==> src/rtl/core/stpd_pkg.sv <==
`timescale 1ns / 1ps
package stpd_pkg;

    localparam int SINE_TABLE_DEPTH = 1024;
    localparam int PHASE_BITS       = 32;

    localparam int POS_W  = 32;
    localparam int VEL_W  = 48;
    localparam int SIN_W  = 17;
    localparam int CFG_W  = 32;
    localparam int CFG_IDX_W = 3;

    localparam logic [CFG_IDX_W-1:0] REG_KP     = 3'd0;
    localparam logic [CFG_IDX_W-1:0] REG_KD     = 3'd1;
    localparam logic [CFG_IDX_W-1:0] REG_AMP    = 3'd2;
    localparam logic [CFG_IDX_W-1:0] REG_OFFSET = 3'd3;
    localparam logic [CFG_IDX_W-1:0] REG_STEP   = 3'd4;
    localparam logic [CFG_IDX_W-1:0] REG_ALPHA  = 3'd5;
    localparam logic [CFG_IDX_W-1:0] REG_BIAS   = 3'd6;
    localparam logic [CFG_IDX_W-1:0] REG_CLAMP  = 3'd7;

    localparam logic [31:0] TWO_PI_Q28 = 32'd1686629713;

    // datapath steps, one per cycle
    localparam int STEP_W = 3;
    localparam logic [STEP_W-1:0] DP_LOAD  = 3'd0;
    localparam logic [STEP_W-1:0] DP_MUL1  = 3'd1;
    localparam logic [STEP_W-1:0] DP_MUL2  = 3'd2;
    localparam logic [STEP_W-1:0] DP_MUL3  = 3'd3;
    localparam logic [STEP_W-1:0] DP_MUL4  = 3'd4;
    localparam logic [STEP_W-1:0] DP_MUL5  = 3'd5;
    localparam logic [STEP_W-1:0] DP_FINAL = 3'd6;
    localparam logic [STEP_W-1:0] DP_CLAMP = 3'd7;

    typedef struct packed {
        logic                load;
        logic                run;
        logic [STEP_W-1:0]   step;
    } dp_cmd_t;

    // reciprocals of the taylor divisors 6, 20, 42, 72, 110, 156 with a 42-bit shift,
    // exact floor for dividends below 2^33
    localparam int RCP_SH = 42;
    localparam logic [5:0][43:0] TAYLOR_RCP = {
        44'(((64'd1 << 42) + 64'd155) / 64'd156),
        44'(((64'd1 << 42) + 64'd109) / 64'd110),
        44'(((64'd1 << 42) + 64'd71) / 64'd72),
        44'(((64'd1 << 42) + 64'd41) / 64'd42),
        44'(((64'd1 << 42) + 64'd19) / 64'd20),
        44'(((64'd1 << 42) + 64'd5) / 64'd6)
    };

    // quarter-wave sine in Q1.15 from a seven-term taylor series, depth a power of two
    function automatic logic [SIN_W-1:0] sine_entry(input int unsigned i, input int unsigned depth);
        logic [63:0] x, x2, term;
        logic [127:0] prod;
        logic signed [63:0] sum, e;
        begin
            x = (64'd1686629713 * 64'(i)) >> $clog2(depth);
            x2 = (x * x) >> 30;
            term = x;
            sum = $signed(x);
            for (int k = 1; k <= 6; k++) begin
                prod = 128'((term * x2) >> 30) * 128'(TAYLOR_RCP[k-1]);
                term = 64'(prod >> RCP_SH);
                if ((k & 1) != 0) sum = sum - $signed(term);
                else sum = sum + $signed(term);
            end
            if (sum < 0) sum = 0;
            e = $signed((64'(sum) + 64'd16384) >> 15);
            if (e > 32768) e = 32768;
            sine_entry = e[SIN_W-1:0];
        end
    endfunction

endpackage

==> src/rtl/core/stpd_ctrl.sv <==
`timescale 1ns / 1ps
module stpd_ctrl (
    input  logic              aclk,
    input  logic              aresetn,
    input  logic              in_valid,
    output logic              in_ready,
    output logic              out_valid,
    input  logic              out_ready,
    output stpd_pkg::dp_cmd_t cmd
);
    localparam logic [1:0] ST_IDLE = 2'd0;
    localparam logic [1:0] ST_RUN  = 2'd1;
    localparam logic [1:0] ST_DONE = 2'd2;

    logic [1:0] state_reg, state_next;
    logic [stpd_pkg::STEP_W-1:0] step_reg, step_next;

    // a new transaction enters while idle or as the waiting result leaves
    assign in_ready  = (state_reg == ST_IDLE) || (state_reg == ST_DONE && out_ready);
    assign out_valid = (state_reg == ST_DONE);

    always_comb begin
        state_next = state_reg;
        step_next  = step_reg;
        cmd.load   = in_valid && in_ready;
        cmd.run    = (state_reg == ST_RUN);
        cmd.step   = step_reg;
        unique case (state_reg)
            ST_IDLE: begin
                if (in_valid) begin
                    state_next = ST_RUN;
                    step_next  = stpd_pkg::DP_MUL1;
                end
            end
            ST_RUN: begin
                if (step_reg == stpd_pkg::DP_CLAMP) state_next = ST_DONE;
                else step_next = step_reg + 1'b1;
            end
            ST_DONE: begin
                if (out_ready) begin
                    if (in_valid) begin
                        state_next = ST_RUN;
                        step_next  = stpd_pkg::DP_MUL1;
                    end else begin
                        state_next = ST_IDLE;
                    end
                end
            end
            default: state_next = ST_IDLE;
        endcase
    end

    always_ff @(posedge aclk) begin
        if (!aresetn) begin
            state_reg <= ST_IDLE;
            step_reg  <= stpd_pkg::DP_LOAD;
        end else begin
            state_reg <= state_next;
            step_reg  <= step_next;
        end
    end
endmodule

==> config.mk <==
export PLATFORM = sky130hd
export DESIGN_NAME = stpd_ctrl
export DESIGN_NICKNAME = d
export VERILOG_FILES = /design/src/rtl/core/stpd_pkg.sv /design/src/rtl/core/stpd_ctrl.sv
export SDC_FILE = /design/constraint.sdc
export NUM_CORES = 1
export LEC_CHECK = 0
export ABC_AREA = 0
export BUFFER_PORTS_ARGS = -buffer_cell sky130_fd_sc_hd__buf_4
export CAP_MARGIN = 20
export CELL_PAD_IN_SITES_DETAIL_PLACEMENT = 0
export CELL_PAD_IN_SITES_GLOBAL_PLACEMENT = 2
export CORE_AREA = 2 2 39 41
export CTS_CLUSTER_SIZE = 16
export DETAILED_ROUTE_END_ITERATION = 10
export DIE_AREA = 0 0 41 43
export GPL_TIMING_DRIVEN = 0
export MAX_ROUTING_LAYER = met4
export PLACE_DENSITY_LB_ADDON = 0.1
export SLEW_MARGIN = 40
export SYNTH_ARGS = -nofsm -noshare
export SYNTH_HDL_FRONTEND = slang
export SYNTH_SLANG_ARGS = --single-unit
==> constraint.sdc <==
create_clock -name aclk -period 2.34 [get_ports aclk]
set_clock_uncertainty 0.1 [all_clocks]
set_input_delay 0.234 -clock aclk [delete_from_list [all_inputs] [get_ports aclk]]
set_output_delay 0.234 -clock aclk [all_outputs]
set_load 0.05 [all_outputs]
# Word level (Yosys, flattened, before mapping)
# Cells that the tools add are included.
# word_totals
mem_bits_rw,0
n_memories,0
input_bits,4
register_bits,5
latchBits,0
rom_bits,0
# op_classes
bitwise,0
mux,9
n_reduce_logical,7
n_lt_le_gt_ge,0
multipliers,0
add_sub_neg,1
div_mod_pow,0
shifts,0
n_eq_ne,7
# ops
operator,count
two-way mux 3 bit,3
case mux 3 bit (3 select lines),1
two-way mux 2 bit,3
case mux 2 bit (3 select lines),1
AND reduction 3 bit,2
!= test 2 x 1 -> 1 bit (second input constant),2
!= test 2 bit (second input constant),2
adder 3 x 1 -> 3 bit (second input constant),1
equality test 3 bit (second input constant),1
nonzero test 3 bit,1
equality test 2 x 1 -> 1 bit (second input constant),1
equality test 2 bit (second input constant),1
logical AND 1 bit,2
logical NOT 2 bit,1
logical OR 1 bit,1
two-way mux 1 bit,1

# Logic depth before layout (Yosys ltp)
# depth
depth_word,4
mapped_depth,5
mapped_depth_nobuf,5

# Least setup slack after synthesis
# OpenSTA, ideal clock, no wires.
# synth_timing
kind,register to register
startpoint,register step_reg[1] (netlist name)
endpoint,register step_reg[1] (netlist name)
t_arrival_ps,1525
n_path_buf,0
setup_ps,72
slack_ps,643
stages_incl_launch_ff,6
t_required_ps,2168
path_cell_list,dfxtp_1 > ha_1 > ha_1 > inv_1 > a32oi_2 > mux2i_1
# synth_between
elab_chain_cells,3
elab_cells_between_ends,8
classes_between,add/sub: 1; eq/ne: 2; mux: 4; reduce/logical: 1
# synth_rtl
element,line_no,rtl
start: declaration,stpd_ctrl.sv:16,"logic [stpd_pkg::STEP_W-1:0] step_reg, step_next;"
start signal: assignment,stpd_ctrl.sv:56,step_reg <= stpd_pkg::DP_LOAD;
start signal: assignment,stpd_ctrl.sv:59,step_reg <= step_next;
"adder 3 x 1 -> 3 bit, or another cell as far along",stpd_ctrl.sv:37,else step_next = step_reg + 1'b1;
"two-way mux 3 bit, or another cell as far along",stpd_ctrl.sv:36,if (step_reg == stpd_pkg::DP_CLAMP) state_next = ST_DONE;
case mux 3 bit (3 select lines) / AND reduction 3 bit (equally long branches),n/a,
# Parallel ways exist; a longest one is shown, timed or not. The select of a mux whose other input is x is not followed.
# A chain may end at the register's enable or synchronous reset.

==> flow_metrics.py <==
metrics = {
    "status": {
        "status": "complete, no violations",
    },
    "drt": {
        "drc": 0,
        "drt-total-wl_um": 587,
        "vias": 248,
        "drtAntennaViolNets": 0,
        "via_per_inst": 4.20,
        "drtPass1Iterations": 2,
        "wl_per_cell_um": 9.95,
        "drt_iter0_drc": 1,
    },
    "clock_network": {
        "cts_made_buffers": 3,
        "cts_hold_buffers": 0,
        "htreeDepth": 1,
        "cts.root.buffer_cell": "clkbuf_4",
        "insertion_delay_ps": 240,
        "clock-sinks": 5,
        "clockBufferDepth": 2,
        "clkTransAtPathRegs_ps": 50,
        "cts_tree": "done",
        "post-cts-setup-buffers": 0,
        "cts_resized": 0,
    },
    "sta": {
        "slew_violations": 0,
        "max_freq_mhz": 651,
        "rsz0062_at_grt": "no",
        "timing.final.crit_share": 0.657,
        "finalCriticalPeriod_ps": 1540,
        "tightest_slew_ps": 314,
        "setup_viol": 0,
        "fin_setup_tns_ps": 0,
        "holdWs_ps": 151,
        "maxSlewHeadroom": 0.791,
        "hold_violations": 0,
        "setup_ws_ps": 803,
    },
    "worst_setup_path": {
        "worstPathRequired_ps": 2010,
        "start_kind": "flop",
        "cp_slowest_cell": "dfxtp_1",
        "critPathCaptureType": "output pin",
        "worstPathArrival_ps": 1200,
        "max_stage_delay_ps": 350,
        "crit_top_cell": "buf_4",
        "crit_chain": "nor2b_2, buf_4, buf_4",
        "critPathMaxFanout": 5,
        "path_class": "flop to output pin",
    },
    "worst_hold_path": {
        "hold_path.class": "primary input to flop",
    },
    "global_routing": {
        "overflow": 0,
        "grt_pass1_wl_um": 917,
        "grtUsageTotal": 0.0864,
        "grt_pass1_vias": 215,
        "grt_max_degree": 8,
        "antenna_found_initial": 0,
    },
    "placement": {
        "post-place-ws_ps": 865,
        "port_buffers": 10,
        "gp_congestion": 0.678,
        "postPlaceCellArea_um2": 365,
        "dp_hpwl_um": 451,
    },
    "finish": {
        "fin_area_um2": 392,
        "area_growth_pct": 44.9,
        "layout.nets": 50,
        "layout_commonest_cell": "buf_4",
        "mostFrequentLayoutCells": "buf_4, dfxtp_1, nor2b_1, inv_1, clkbuf_4",
        "drive_above_1_share": 0.372,
        "antenna_cells": 0,
        "n_fill_cell": 164,
        "largest_reg_flops": 3,
    },
    "floorplanning": {
        "die_h_um": 43,
        "boundaryPins": 11,
        "fp.dieW_um": 41,
        "start_util": 0.195,
        "fp.coreArea_mm2": 0.00138,
        "placement_rows": 14,
        "die_area_mm2": 0.00176,
    },
    "synthesis": {
        "synthCells": 29,
        "synth_cell_types": 17,
        "synth.cell_area_um2": 270,
        "seq_area_frac_synth": 0.370,
        "ys_ff_latch": 5,
        "synth_area_leaders": "dfxtp_1, ha_1, mux2i_1",
        "syn_nets": 35,
        "synth_top_area_frac": 0.370,
        "yosysWarnings": 0,
        "syn_avg_cell_area_um2": 9.32,
        "netlist.top_cell.by_area": "dfxtp_1",
    },
    "power": {
        "p_int_mw": 0.176,
        "power_frac_clock": 0.402,
        "seqPwrFrac": 0.361,
        "total_power_mw": 0.257,
        "p_sw_frac": 0.316,
        "switching_power_mw": 0.0812,
        "pwr-share-comb": 0.237,
        "power_leakage_nw": 0.182,
        "power_density_mw_per_mm2": 657,
        "ir_worst_vdd_uv": 336,
    },
    "run": {
        "max-cap-violations": 0,
    },
}
-- logic make-up after synthesis --
group	synth area share
flip-flops	0.370
adder cells (fa/ha/maj)	0.0926
multiplexers	0.0741
buffers and inverters	0.0695
AND/OR/NAND/NOR	0.250
AO/OA/AOI/OAI	0.144
-- power by group through the flow --
stage / combinational [mW] / clock (mW) / sequential, mW
after floorplan: 0.0338 / 0 / 0.103
after global placement: 0.0621 / 0 / 0.0943
after detailed placement: 0.0619 / 0 / 0.0946
after CTS: 0.0621 / 0.107 / 0.0930
after global routing: 0.0655 / 0.114 / 0.0938
final: 0.0610 / 0.103 / 0.0929
-- path summary, 6_finish.rpt --
check	start	to	slack [ps]	cells past startpoint
worst max-delay path	state_reg[0]$_SDFFE_PN0P_	cmd[3]	800	3
worst min-delay path	aresetn	state_reg[1]$_SDFFE_PN0P_	150	2
worst max register to register	step_reg[0]$_SDFFE_PN0P_	step_reg[1]$_SDFFE_PN0P_	890	5
worst min register to register	step_reg[2]$_SDFFE_PN0P_	step_reg[2]$_SDFFE_PN0P_	390	2
-- per-stage QoR --
step           std cells  utilization
6_report              59        0.283
5_1_grt               59        0.283
4_1_cts               59        0.283
3_5_place_dp          55        0.264
3_3_place_gp          55        0.264
2_1_floorplan         29            -
-- synth_stat cells, drive strengths merged --
library cell	n
dfxtp	5
nor2b	4
inv	3
ha	2
mux2i	2
nand2	2
nand3	2
a21oi	1
a22o	1
a32oi	1
and2	1
and3	1
buf	1
nand2b	1
nor2	1
o41ai	1
-- worst max-delay path: cells and delay by family, from the launching register on --
kind	cells	cell delay, ps
buffers and inverters	2	330
flip-flops	1	350
AND/OR/NAND/NOR	1	270
-- metal layers --
layer  global-route usage  share of wire
met1               0.0868           0.43
met2                0.113           0.44
met3               0.0942           0.13
met4               0.0200              0
met5                    -              0
-- final cells by class --
class / count / area [um2] / area share
flip-flops and latches: 5 / 100 / 0.256
plain buffers: 1 / 7.51 / 0.0192
well taps: 16 / 20.0 / 0.0511
inverters: 3 / 11.3 / 0.0288
clock buffers: 4 / 26.3 / 0.0671
multi-input cells: 20 / 151 / 0.387
repair buffers: 10 / 75.1 / 0.192
(Power assumes the default switching activity.)
